--- src/hdl/mep_pkg.sv ---
// Package for the escape-time pixel unit: widths, reset values, register
// indexes, sequencer states and the saturation helper. No dependencies.
`timescale 1ns / 1ps

package mep_pkg;

    localparam int unsigned MAX_ITERATIONS_DEF = 200;

    localparam int unsigned COORD_W   = 10;
    localparam int unsigned DATA_W    = 32;
    localparam int unsigned STEP_W    = 25;
    localparam int unsigned ITER_W    = 8;
    localparam int unsigned CFG_IDX_W = 2;
    localparam int unsigned FRAC_BITS = 24;
    localparam int unsigned PROD_W    = 2 * DATA_W;
    localparam int unsigned Q_W       = PROD_W - FRAC_BITS;
    localparam int unsigned SUM_W     = 42;

    localparam logic signed [DATA_W-1:0] START_X_RST = -32'sd36909875;
    localparam logic signed [DATA_W-1:0] START_Y_RST = -32'sd20132659;
    localparam logic [STEP_W-1:0]        STEP_RST    = 25'd67109;

    localparam logic signed [SUM_W-1:0] ESC_LIMIT = 42'sd1677721600;
    localparam logic signed [SUM_W-1:0] SAT_MAX   = 42'sd2147483647;
    localparam logic signed [SUM_W-1:0] SAT_MIN   = -42'sd2147483648;

    localparam logic [DATA_W-1:0] COLOR_BASE = 32'hCCCCCCCC;
    localparam logic [DATA_W-1:0] COLOR_IN   = 32'h00000000;

    typedef enum logic [CFG_IDX_W-1:0] {
        REG_START_X,
        REG_START_Y,
        REG_STEP_SIZE
    } t_reg_idx;

    typedef enum logic [3:0] {
        ST_IDLE,
        ST_CX,
        ST_CY,
        ST_CS,
        ST_XX,
        ST_YY,
        ST_XY,
        ST_UPD,
        ST_DONE
    } t_state;

    function automatic logic signed [DATA_W-1:0] sat32(input logic signed [SUM_W-1:0] v);
        logic signed [DATA_W-1:0] r;
        if (v > SAT_MAX) begin
            r = SAT_MAX[DATA_W-1:0];
        end else if (v < SAT_MIN) begin
            r = SAT_MIN[DATA_W-1:0];
        end else begin
            r = v[DATA_W-1:0];
        end
        return r;
    endfunction

endpackage

--- src/hdl/mep_if.sv ---
// Channel interfaces of the escape-time pixel unit: pixel request, result
// and configuration write. Depends on mep_pkg.
`timescale 1ns / 1ps

interface mep_req_if;
    import mep_pkg::*;
    logic               valid;
    logic               ready;
    logic [COORD_W-1:0] row;
    logic [COORD_W-1:0] col;
    modport source (output valid, output row, output col, input ready);
    modport sink   (input valid, input row, input col, output ready);
endinterface

interface mep_res_if;
    import mep_pkg::*;
    logic              valid;
    logic              ready;
    logic [ITER_W-1:0] iterations;
    logic              in_set;
    logic [DATA_W-1:0] pixel_color;
    modport source (output valid, output iterations, output in_set, output pixel_color,
                    input ready);
    modport sink   (input valid, input iterations, input in_set, input pixel_color,
                    output ready);
endinterface

interface mep_cfg_if;
    import mep_pkg::*;
    logic                 valid;
    logic                 ready;
    logic [CFG_IDX_W-1:0] index;
    logic [DATA_W-1:0]    data;
    modport source (output valid, output index, output data, input ready);
    modport sink   (input valid, input index, input data, output ready);
endinterface

--- src/hdl/mandelbrot_escape_pixel_unit.sv ---
// Escape-time pixel unit: one shared 32x32 signed multiplier under a sequencer.
// Per request it forms c_x and c_y from the products col*step and row*step,
// then per iterate the products x*x, y*y and x*y and an update; iterates tested
// are iterations + 1 on escape, else MAX_ITERATIONS. A finished result may wait
// in the output register while the next request is taken. Synchronous active-low
// reset restores start_x, start_y, step_size to their defaults and idles.
// Depends on mep_pkg and mep_if.
`timescale 1ns / 1ps

module mandelbrot_escape_pixel_unit #(
    parameter int unsigned MAX_ITERATIONS = mep_pkg::MAX_ITERATIONS_DEF
) (
    input  logic           i_clk,
    input  logic           i_rst_n,
    mep_cfg_if.sink        i_cfg,
    mep_req_if.sink        i_req,
    mep_res_if.source      o_res
);
    import mep_pkg::*;

    localparam int unsigned CW = $clog2(MAX_ITERATIONS + 1);
    localparam logic [CW-1:0] CNT_LAST = CW'(MAX_ITERATIONS - 1);
    localparam logic [CW-1:0] CNT_MAX  = CW'(MAX_ITERATIONS);

    t_state r_state, n_state;

    logic signed [DATA_W-1:0] r_start_x, r_start_y;
    logic [STEP_W-1:0]        r_step;
    logic [COORD_W-1:0]       r_row, r_col;
    logic signed [DATA_W-1:0] r_cx, r_cy, r_x, r_y;
    logic signed [PROD_W-1:0] r_prod;
    logic signed [Q_W-1:0]    r_x2, r_y2;
    logic                     r_esc;
    logic [CW-1:0]            r_count;

    logic                     r_out_valid;
    logic [ITER_W-1:0]        r_iter;
    logic                     r_inset;
    logic [DATA_W-1:0]        r_color;

    logic                     w_req_ready;
    logic                     w_out_load;
    logic signed [DATA_W-1:0] w_op_a, w_op_b;
    logic signed [PROD_W-1:0] w_prod;
    logic signed [Q_W-1:0]    w_q;
    logic signed [SUM_W-1:0]  w_c_sum, w_mag, w_nx, w_ny;
    logic [DATA_W-1:0]        w_count32;

    assign i_cfg.ready = 1'b1;
    assign i_req.ready = w_req_ready;

    // shared multiplier and fixed-point views
    assign w_prod  = PROD_W'(w_op_a) * PROD_W'(w_op_b);
    assign w_q     = r_prod[PROD_W-1:FRAC_BITS];
    assign w_c_sum = SUM_W'(r_prod[SUM_W-2:0])
                   + SUM_W'((r_state == ST_CY) ? r_start_x : r_start_y);
    assign w_mag   = SUM_W'(r_x2) + SUM_W'(w_q);
    assign w_nx    = SUM_W'(r_x2) - SUM_W'(r_y2) + SUM_W'(r_cx);
    assign w_ny    = SUM_W'(w_q) + SUM_W'(w_q) + SUM_W'(r_cy);
    assign w_count32 = DATA_W'(r_count);

    always_comb begin
        n_state = r_state;
        unique case (r_state)
            ST_IDLE: if (i_req.valid) n_state = ST_CX;
            ST_CX:   n_state = ST_CY;
            ST_CY:   n_state = ST_CS;
            ST_CS:   n_state = ST_XX;
            ST_XX:   n_state = ST_YY;
            ST_YY:   n_state = ST_XY;
            ST_XY:   n_state = ST_UPD;
            ST_UPD: begin
                if (r_esc || (r_count == CNT_LAST)) n_state = ST_DONE;
                else n_state = ST_XX;
            end
            ST_DONE: if (w_out_load) n_state = ST_IDLE;
            default: n_state = ST_IDLE;
        endcase
    end

    always_comb begin
        w_req_ready = 1'b0;
        w_out_load  = 1'b0;
        w_op_a      = '0;
        w_op_b      = '0;
        unique case (r_state)
            ST_IDLE: w_req_ready = 1'b1;
            ST_CX: begin
                w_op_a = DATA_W'(r_col);
                w_op_b = DATA_W'(r_step);
            end
            ST_CY: begin
                w_op_a = DATA_W'(r_row);
                w_op_b = DATA_W'(r_step);
            end
            ST_XX: begin
                w_op_a = r_x;
                w_op_b = r_x;
            end
            ST_YY: begin
                w_op_a = r_y;
                w_op_b = r_y;
            end
            ST_XY: begin
                w_op_a = r_x;
                w_op_b = r_y;
            end
            ST_DONE: w_out_load = !r_out_valid || o_res.ready;
            default: ;
        endcase
    end

    always_ff @(posedge i_clk) begin
        if (!i_rst_n) begin
            r_state     <= ST_IDLE;
            r_start_x   <= START_X_RST;
            r_start_y   <= START_Y_RST;
            r_step      <= STEP_RST;
            r_out_valid <= 1'b0;
            r_count     <= '0;
        end else begin
            r_state <= n_state;
            if (i_cfg.valid) begin
                unique case (i_cfg.index)
                    REG_START_X:   r_start_x <= i_cfg.data;
                    REG_START_Y:   r_start_y <= i_cfg.data;
                    REG_STEP_SIZE: r_step    <= i_cfg.data[STEP_W-1:0];
                    default: ;
                endcase
            end
            if (w_out_load) r_out_valid <= 1'b1;
            else if (o_res.ready) r_out_valid <= 1'b0;
            if (w_req_ready && i_req.valid) r_count <= '0;
            else if (r_state == ST_UPD && !r_esc) r_count <= r_count + 1'b1;
        end
    end

    always_ff @(posedge i_clk) begin
        case (r_state)
            ST_IDLE: begin
                r_row <= i_req.row;
                r_col <= i_req.col;
                r_x   <= '0;
                r_y   <= '0;
            end
            ST_CX: r_prod <= w_prod;
            ST_CY: begin
                r_prod <= w_prod;
                r_cx   <= sat32(w_c_sum);
            end
            ST_CS: r_cy <= sat32(w_c_sum);
            ST_XX: r_prod <= w_prod;
            ST_YY: begin
                r_prod <= w_prod;
                r_x2   <= w_q;
            end
            ST_XY: begin
                r_prod <= w_prod;
                r_y2   <= w_q;
                r_esc  <= w_mag > ESC_LIMIT;
            end
            ST_UPD: begin
                if (!r_esc) begin
                    r_x <= sat32(w_nx);
                    r_y <= sat32(w_ny);
                end
            end
            default: ;
        endcase
        if (w_out_load) begin
            r_iter  <= w_count32[ITER_W-1:0];
            r_inset <= (r_count == CNT_MAX);
            r_color <= (r_count == CNT_MAX) ? COLOR_IN : COLOR_BASE - (w_count32 << 4);
        end
    end

    assign o_res.valid       = r_out_valid;
    assign o_res.iterations  = r_iter;
    assign o_res.in_set      = r_inset;
    assign o_res.pixel_color = r_color;

    a_inset_black: assert property (@(posedge i_clk) disable iff (!i_rst_n)
        (r_out_valid && r_inset) |-> (r_color == COLOR_IN))
        else $error("in-set result with nonzero color");

    a_count_bound: assert property (@(posedge i_clk) disable iff (!i_rst_n)
        r_count <= CNT_MAX)
        else $error("iteration count above maximum");

    a_accept_start: assert property (@(posedge i_clk) disable iff (!i_rst_n)
        (i_req.valid && i_req.ready) |=> (r_state == ST_CX))
        else $error("request accepted without starting");

    a_escape_hold: assert property (@(posedge i_clk) disable iff (!i_rst_n)
        (r_state == ST_UPD && r_esc) |=> ($stable(r_count) && r_state == ST_DONE))
        else $error("escaped iterate was counted");

    a_load_free: assert property (@(posedge i_clk) disable iff (!i_rst_n)
        w_out_load |-> (!r_out_valid || o_res.ready))
        else $error("result register overwritten while held");

endmodule
--- src/flat_wrapper.sv ---
// flat-port wrapper written by rule: the top's interface ports become plain ports
module mandelbrot_escape_pixel_unit_flat import mep_pkg::*;
#(
    parameter int unsigned MAX_ITERATIONS = mep_pkg::MAX_ITERATIONS_DEF
)
  (i_clk, i_rst_n, i_cfg_valid, i_cfg_index, i_cfg_data, i_cfg_ready, i_req_valid, i_req_row, i_req_col, i_req_ready, o_res_valid, o_res_iterations, o_res_in_set, o_res_pixel_color, o_res_ready);
  mep_cfg_if i_cfg_i ();
  mep_req_if i_req_i ();
  mep_res_if o_res_i ();
  input  logic i_clk;
  input  logic i_rst_n;
  input wire logic [$bits(i_cfg_i.valid)-1:0] i_cfg_valid;
  input wire logic [$bits(i_cfg_i.index)-1:0] i_cfg_index;
  input wire logic [$bits(i_cfg_i.data)-1:0] i_cfg_data;
  output wire logic [$bits(i_cfg_i.ready)-1:0] i_cfg_ready;
  input wire logic [$bits(i_req_i.valid)-1:0] i_req_valid;
  input wire logic [$bits(i_req_i.row)-1:0] i_req_row;
  input wire logic [$bits(i_req_i.col)-1:0] i_req_col;
  output wire logic [$bits(i_req_i.ready)-1:0] i_req_ready;
  output wire logic [$bits(o_res_i.valid)-1:0] o_res_valid;
  output wire logic [$bits(o_res_i.iterations)-1:0] o_res_iterations;
  output wire logic [$bits(o_res_i.in_set)-1:0] o_res_in_set;
  output wire logic [$bits(o_res_i.pixel_color)-1:0] o_res_pixel_color;
  input wire logic [$bits(o_res_i.ready)-1:0] o_res_ready;
  assign i_cfg_i.valid = i_cfg_valid;
  assign i_cfg_i.index = i_cfg_index;
  assign i_cfg_i.data = i_cfg_data;
  assign i_cfg_ready = i_cfg_i.ready;
  assign i_req_i.valid = i_req_valid;
  assign i_req_i.row = i_req_row;
  assign i_req_i.col = i_req_col;
  assign i_req_ready = i_req_i.ready;
  assign o_res_valid = o_res_i.valid;
  assign o_res_iterations = o_res_i.iterations;
  assign o_res_in_set = o_res_i.in_set;
  assign o_res_pixel_color = o_res_i.pixel_color;
  assign o_res_i.ready = o_res_ready;
  mandelbrot_escape_pixel_unit #(.MAX_ITERATIONS(MAX_ITERATIONS)) u_core (.i_clk(i_clk), .i_rst_n(i_rst_n), .i_cfg(i_cfg_i), .i_req(i_req_i), .o_res(o_res_i));
endmodule
--- config.mk ---
export PLATFORM = sky130hd
export DESIGN_NAME = mandelbrot_escape_pixel_unit_flat
export DESIGN_NICKNAME = d
export VERILOG_FILES = /design/src/hdl/mep_pkg.sv /design/src/hdl/mep_if.sv /design/src/hdl/mandelbrot_escape_pixel_unit.sv /design/src/flat_wrapper.sv
export SDC_FILE = /design/constraint.sdc
export NUM_CORES = 2
export LEC_CHECK = 0
export ABC_AREA = 1
export BUFFER_PORTS_ARGS = -buffer_cell sky130_fd_sc_hd__buf_2
export CAP_MARGIN = 20
export CORE_ASPECT_RATIO = 1.75
export CORE_MARGIN = 1.5
export CORE_UTILIZATION = 25
export DETAILED_ROUTE_END_ITERATION = 12
export GPL_ROUTABILITY_DRIVEN = 0
export GPL_TIMING_DRIVEN = 0
export PLACE_DENSITY = 0.48
export SLEW_MARGIN = 10
export SYNTH_ARGS = -nofsm -noshare
export SYNTH_HDL_FRONTEND = slang
export SYNTH_SLANG_ARGS = --single-unit
--- constraint.sdc ---
create_clock -name i_clk -period 8.8 [get_ports i_clk]
set_clock_uncertainty 0.2 [all_clocks]
set_input_delay 1.32 -clock i_clk [delete_from_list [all_inputs] [get_ports i_clk]]
set_output_delay 1.32 -clock i_clk [all_outputs]
set_load 0.005 [all_outputs]
[Word-level counts from Yosys, hierarchy flattened]
Cells that the tools add are included.
Storage, ports and cells
  RAM bits: 0
  bits in read-only memories: 0
  output and inout port bits: 44
  latch bits: 0
  word-level logic and storage cells: 92
  memories kept: 0
  bits in registers: 436
Cells by class
  bitwise logic cells: 1
  mux-type cells: 21
  eq/ne operators: 15
  divide/modulo/power cells: 0
  reduce and logical (&&, ||, !) cells: 20
  $lt $le $gt $ge: 7
  multiply operators: 1
  add/subtract/negate cells: 8
  shift operators: 0
Operators by type and width (number)
  32-bit two-way mux: 8
  42-bit by 32-bit greater-than comparator with 1-bit output (second input constant): 4
  32-bit case mux with 2 select lines: 2
  32-bit case mux with 4 select lines: 1
  42-bit by 32-bit less-than comparator with 1-bit output (second input constant): 3
  32-bit case mux with 3 select lines: 1
  41-bit by 32-bit adder with 42-bit output: 2
  40-bit by 40-bit adder with 41-bit output: 2
  32-bit by 32-bit multiplier with 64-bit output: 1
  41-bit by 42-bit adder with 42-bit output: 1
  42-bit two-way mux: 1
  40-bit by 40-bit subtractor with 41-bit output: 1
  4-bit case mux with 9 select lines: 1
  31-bit by 13-bit subtractor with 32-bit output (first input constant): 1
  4-bit by 3-bit == test with 1-bit output (second input constant): 4
  8-bit == test (second input constant): 2
  4-bit two-way mux: 3
  2-bit AND reduction: 5
  8-bit by 1-bit adder with 8-bit output (second input constant): 1
  4-bit by 2-bit == test with 1-bit output (second input constant): 2
  2-bit OR reduction: 4
  5-bit OR reduction: 1
  4-bit by 1-bit == test with 1-bit output (second input constant): 1
  4-bit == test (second input constant): 1
  12 further kinds: 20

[Longest topological paths before layout]
  depth in word-level cells: 7
  mapped depth: 42
  mapped depth without buffers: 40

[Worst setup path before layout]
OpenSTA, ideal clock, no wires.
  kind: flip-flop to flip-flop
  start: register u_core.r_state[1]
  end: register u_core.r_prod[59], data pin
  period minus slack after synthesis: 9.165 ns
  cell stages (with the launch flop): 35
  setup time: 0.259 ns
  slack: -0.365 ns
  arrival time: 8.706 ns
  cell sequence: dfxtp_1 > buf_4 > inv_1 > nor2_1 > nand2_1 > inv_1 > nor2_2 > o221ai_1 > clkbuf_1 > nand2_1 > inv_1 > fa_1 > inv_1 > fa_1 > inv_1 > fa_1 > fa_1 > inv_1 > fa_1 > inv_1 > fa_1 > inv_1 > fa_1 > inv_1 > fa_1 > ha_1 > a21oi_1 > inv_1 > a31oi_1 > o21ai_0 > a21oi_1 > o21ai_0 > inv_1 > nand2_1 > xor2_1
On the way
  word-level cells in the longest chain between the ends: 4
  elaborated cells on any way between the ends: 11
  classes of those cells: 1 x mul; 5 x eq/ne; 2 x mux; 3 x reduce/logical
RTL lines
  start: declaration: line mandelbrot_escape_pixel_unit.sv:25  | t_state r_state, n_state;
  start signal: assignment: line mandelbrot_escape_pixel_unit.sv:122  | r_state <= n_state;
  4-bit by 3-bit == test with 1-bit output, or another cell as far along: line mandelbrot_escape_pixel_unit.sv:86  | unique case (r_state)
  2-bit OR reduction (no source line)
  32-bit case mux with 4 select lines or 32-bit case mux with 3 select lines (tied branches): line mandelbrot_escape_pixel_unit.sv:86
  32-bit by 32-bit multiplier with 64-bit output *: line mandelbrot_escape_pixel_unit.sv:53  | assign w_prod = PROD_W'(w_op_a) * PROD_W'(w_op_b);
  via u_core.w_prod[59]: line mandelbrot_escape_pixel_unit.sv:44  | logic signed [PROD_W-1:0] w_prod;
  end signal: assignment: line mandelbrot_escape_pixel_unit.sv:146  | ST_CX: r_prod <= w_prod;
  end signal: assignment: line mandelbrot_escape_pixel_unit.sv:148  | r_prod <= w_prod;
  end signal: assignment: line mandelbrot_escape_pixel_unit.sv:152  | ST_XX: r_prod <= w_prod;
  end: declaration: line mandelbrot_escape_pixel_unit.sv:31  | logic signed [PROD_W-1:0] r_prod;
The timed path passes the listed nets; every way through them passes the cells marked *.
A chain may end at the register's enable or synchronous reset.

[Final worst setup path]
  start: register u_core.r_state[1]
  end: register u_core.r_prod[60], data pin
The elaborated chain is that of the path after synthesis.

==> impl_metrics.toml <==
[clock_network]
cts_hold_buf = 0
clockBufferDepth = 3
cts.sinks = 416
clkLatencyLatePin_ns = 0.65
clkTransAtPathRegs_ns = 0.08
clockRootBuffer = "clkbuf_16"
ctsHtreeMaxLevel = 2
cts_inserted_buffers = 38
cts_tree = "built"

[timing]
setup_viol = 23
period_needed_ns = 9.12
timing.final.crit_share = 1.04
finalHoldViolCount = 0
worst_slew_pin_slew_ns = 1.25
rsz0062_at_grt = "true"
timing.fmax_mhz = 110
setup_ws_ns = -0.323
relSlewSlack = 0.158
drv_slew = 0

[synth]
seq_area_frac_synth = 0.172
synth.area.mux_share = 0
avgSynthCellArea_um2 = 7.79
yosys-top-cells-area = "fa_1 34%, edfxtp_1 14%, nand2_1 13%"
synthXorXnorAreaFrac = 0.0240
synth_largest_area_cell = "fa_1"
async_reset_ff_frac = 0
synth-simple-area-share = 0.201
yosys_warnings = 0
synth_edf_count = 314
synthAdderAreaFrac = 0.402
synth_compound_area_frac = 0.0596
synthFlopType = "edfxtp_1"
syn-cell-area_um2 = 66900
synth_top_area_share = 0.337
synth_seq_cells = 416
synth_top_family_by_area = "adder cells"
synth_cell_types = 57
synthCells = 8585

[floorplan]
die_w_um = 394
dieArea_um2 = 271000
num_rows = 251
ios = 103
die_y_um = 687
coreArea_um2 = 267000
initial_utilization = 0.251

[global_routing]
grt_pass1_wl_um = 472000
grt_pass1_vias = 63092
grt_max_degree = 65
antenna_found_initial = 24
grtUsageTotal = 0.252
gr-total-overflow = 0

[drt]
dr_total_vias = 60063
postRouteAntennaNets = 0
viasPerCell = 4.80
wl_per_cell_um = 27.5
drc_errors = 0
routed_wl_um = 345000
first_iter_violations = 4722
firstDrtPassIters = 11

[placement]
hpwlAfterDp_um = 279000
numPlacedInstances = 12249
portBuffers = 90

[worst_setup_path]
r2r_slack_ns = -0.32
critPathSlowestCell = "fa_2"
setup.worst_path.end_class = "flop"
required_ns = 9.04
crit_arrival_ns = 9.37
max_stage_delay_ns = 0.78
crit_type = "reg2reg"
startpoint_type = "flop"
crit_fanout = 5
crit_top_cell = "fa_2"

[power]
clkPwrFrac = 0.173
combPwrFrac = 0.563
p_switching_mw = 5.37
netSwitchingFraction = 0.512
leakagePower_nw = 40.0
max-vdd-ir-drop_uv = 158
pwr-share-seq = 0.264
p_per_area_nw_per_um2 = 133
intPower_mw = 5.12

[job]
drv_cap = 0

[hold_path]
hold_path.class = "reg2reg"

[finish]
syn2layout_area_growth_pct = 17.6
final_nets = 10460
post-route-util = 0.295
drive_gt1_frac = 0.121
fin_cells = 12512

[outcome]
violations = "setup timing"
outcome = "finished, violations left"
==> state kept, by name, summed over array words and instances, names as in the netlist <==
signal and flops:
u_core.r_step 25, u_core.o_res.iterations 8, u_core.r_state 4, u_core.r_start_x 32, u_core.r_row 10, u_core.r_x 32
u_core.r_start_y 32, u_core.r_cx 32, u_core.r_cy 32, u_core.r_y2 40, u_core.r_esc 1, u_core.o_res.in_set 1
u_core.r_count 8, u_core.o_res.pixel_color 12, u_core.r_col 10, u_core.o_res.valid 1, u_core.r_prod 64, u_core.r_y 32
u_core.r_x2 40
==> cells by family (layout without fill, tap and decap cells) <==
kind of cell,Yosys count,in the layout
simple gates,3362,3362
compound gates,691,691
fa+ha+maj,1474,1474
buf+inv,2457,2819
other cells,2,25
flops,416,416
xor+xnor,183,183
==> metal layers <==
metal	wire, µm	track usage
met5	70	0
met3	22600	0.0508
met4	51400	0.292
met1	95000	0.212
met2	176000	0.462
==> through the flow <==
stage	TNS (ns)	area (µm²)	setup slack, ns	hold WS, ns	power (mW)
after floorplan	0	66900	0.0499	0.206	5.59
final	-3.35	78700	-0.323	0.239	10.5
after CTS	-0.0230	77000	-0.0230	0.239	10.1
after detailed placement	-104.34	72200	-2.99	0.217	7.99
after global placement	-121.31	71800	-3.29	0.212	7.98
after global routing	-4.73	78600	-0.395	0.244	10.8
==> cell usage in the layout (no fill, tap or decap), types with 30 or more instances in the layout <==
cell type  count
clkbuf_4      38
nand4_1       62
nor2_2        42
nor2_1       571
clkbuf_16     50
o21ai_0      150
nor3_1        32
ha_1         310
fa_1        1032
fa_2          93
nand2_2       52
buf_2        112
nand3_1      222
xor2_1        99
a21oi_1      278
o21bai_1      36
buf_4        204
edfxtp_1     314
xnor2_1       78
clkbuf_1      41
buf_12        39
dfxtp_1       97
ha_4          30
inv_2         34
a21oi_2       38
nand2_1     2288
buf_6         51
inv_1       2124
==> final timing paths <==
kind / start / to / depth (start not counted)
worst min register to register: u_core.r_count[2] / u_core.o_res.iterations[2] / 0
worst max register to register: u_core.r_state[1] / u_core.r_prod[60] / 35
worst min-delay path: u_core.r_count[2] / u_core.o_res.iterations[2] / 0
worst max-delay path: u_core.r_state[1] / u_core.r_prod[60] / 35
==> layout make-up <==
cell class	instances	area [µm²]
tap	3542	4430
clock buffer	46	1020
inverter	2185	8310
timing repair inverter	1	5.00
clock inverter	23	258
antenna	14	35.0
multi-input combinational	5721	48200
buffer	268	2370
fill	28606	188000
timing repair buffer	296	2530
sequential	416	11500
==> what timing repair did <==
item                                    CTS  global route
setup buffers                           120            59
pin swaps                               108            86
gates resized for setup                 685           325
endpoints found under the setup margin   54            41
cloned                                    2             3
==> power by group through the flow <==
stage / clock network [mW] / registers [mW] / logic [mW]
floorplan: 0 / 2.57 / 3.02
global placement: 0 / 2.81 / 5.17
detailed placement: 0 / 2.79 / 5.20
CTS: 1.84 / 2.75 / 5.52
global route: 1.88 / 2.77 / 6.18
finish: 1.82 / 2.77 / 5.91
==> cells in the mapped netlist (24+ instances only) <==
master    count
nand2_1    2335
inv_1      2166
fa_1       1125
nor2_1      610
ha_1        349
a21oi_1     318
edfxtp_1    314
nand3_1     228
o21ai_0     181
clkbuf_1    157
xor2_1      104
dfxtp_1     102
xnor2_1      79
buf_2        70
nand4_1      62
nor3_1       41
o21bai_1     37
buf_4        26
a31oi_1      24
==> critical path: cells and delay by family (launching register included) <==
family | cells | cell delay [ns]
compound gates | 5 | 0.87
xor+xnor | 1 | 0.26
buf+inv | 10 | 1.06
simple gates | 10 | 1.15
flops | 1 | 0.33
fa+ha+maj | 9 | 5.02
(Power assumes the default switching activity.)
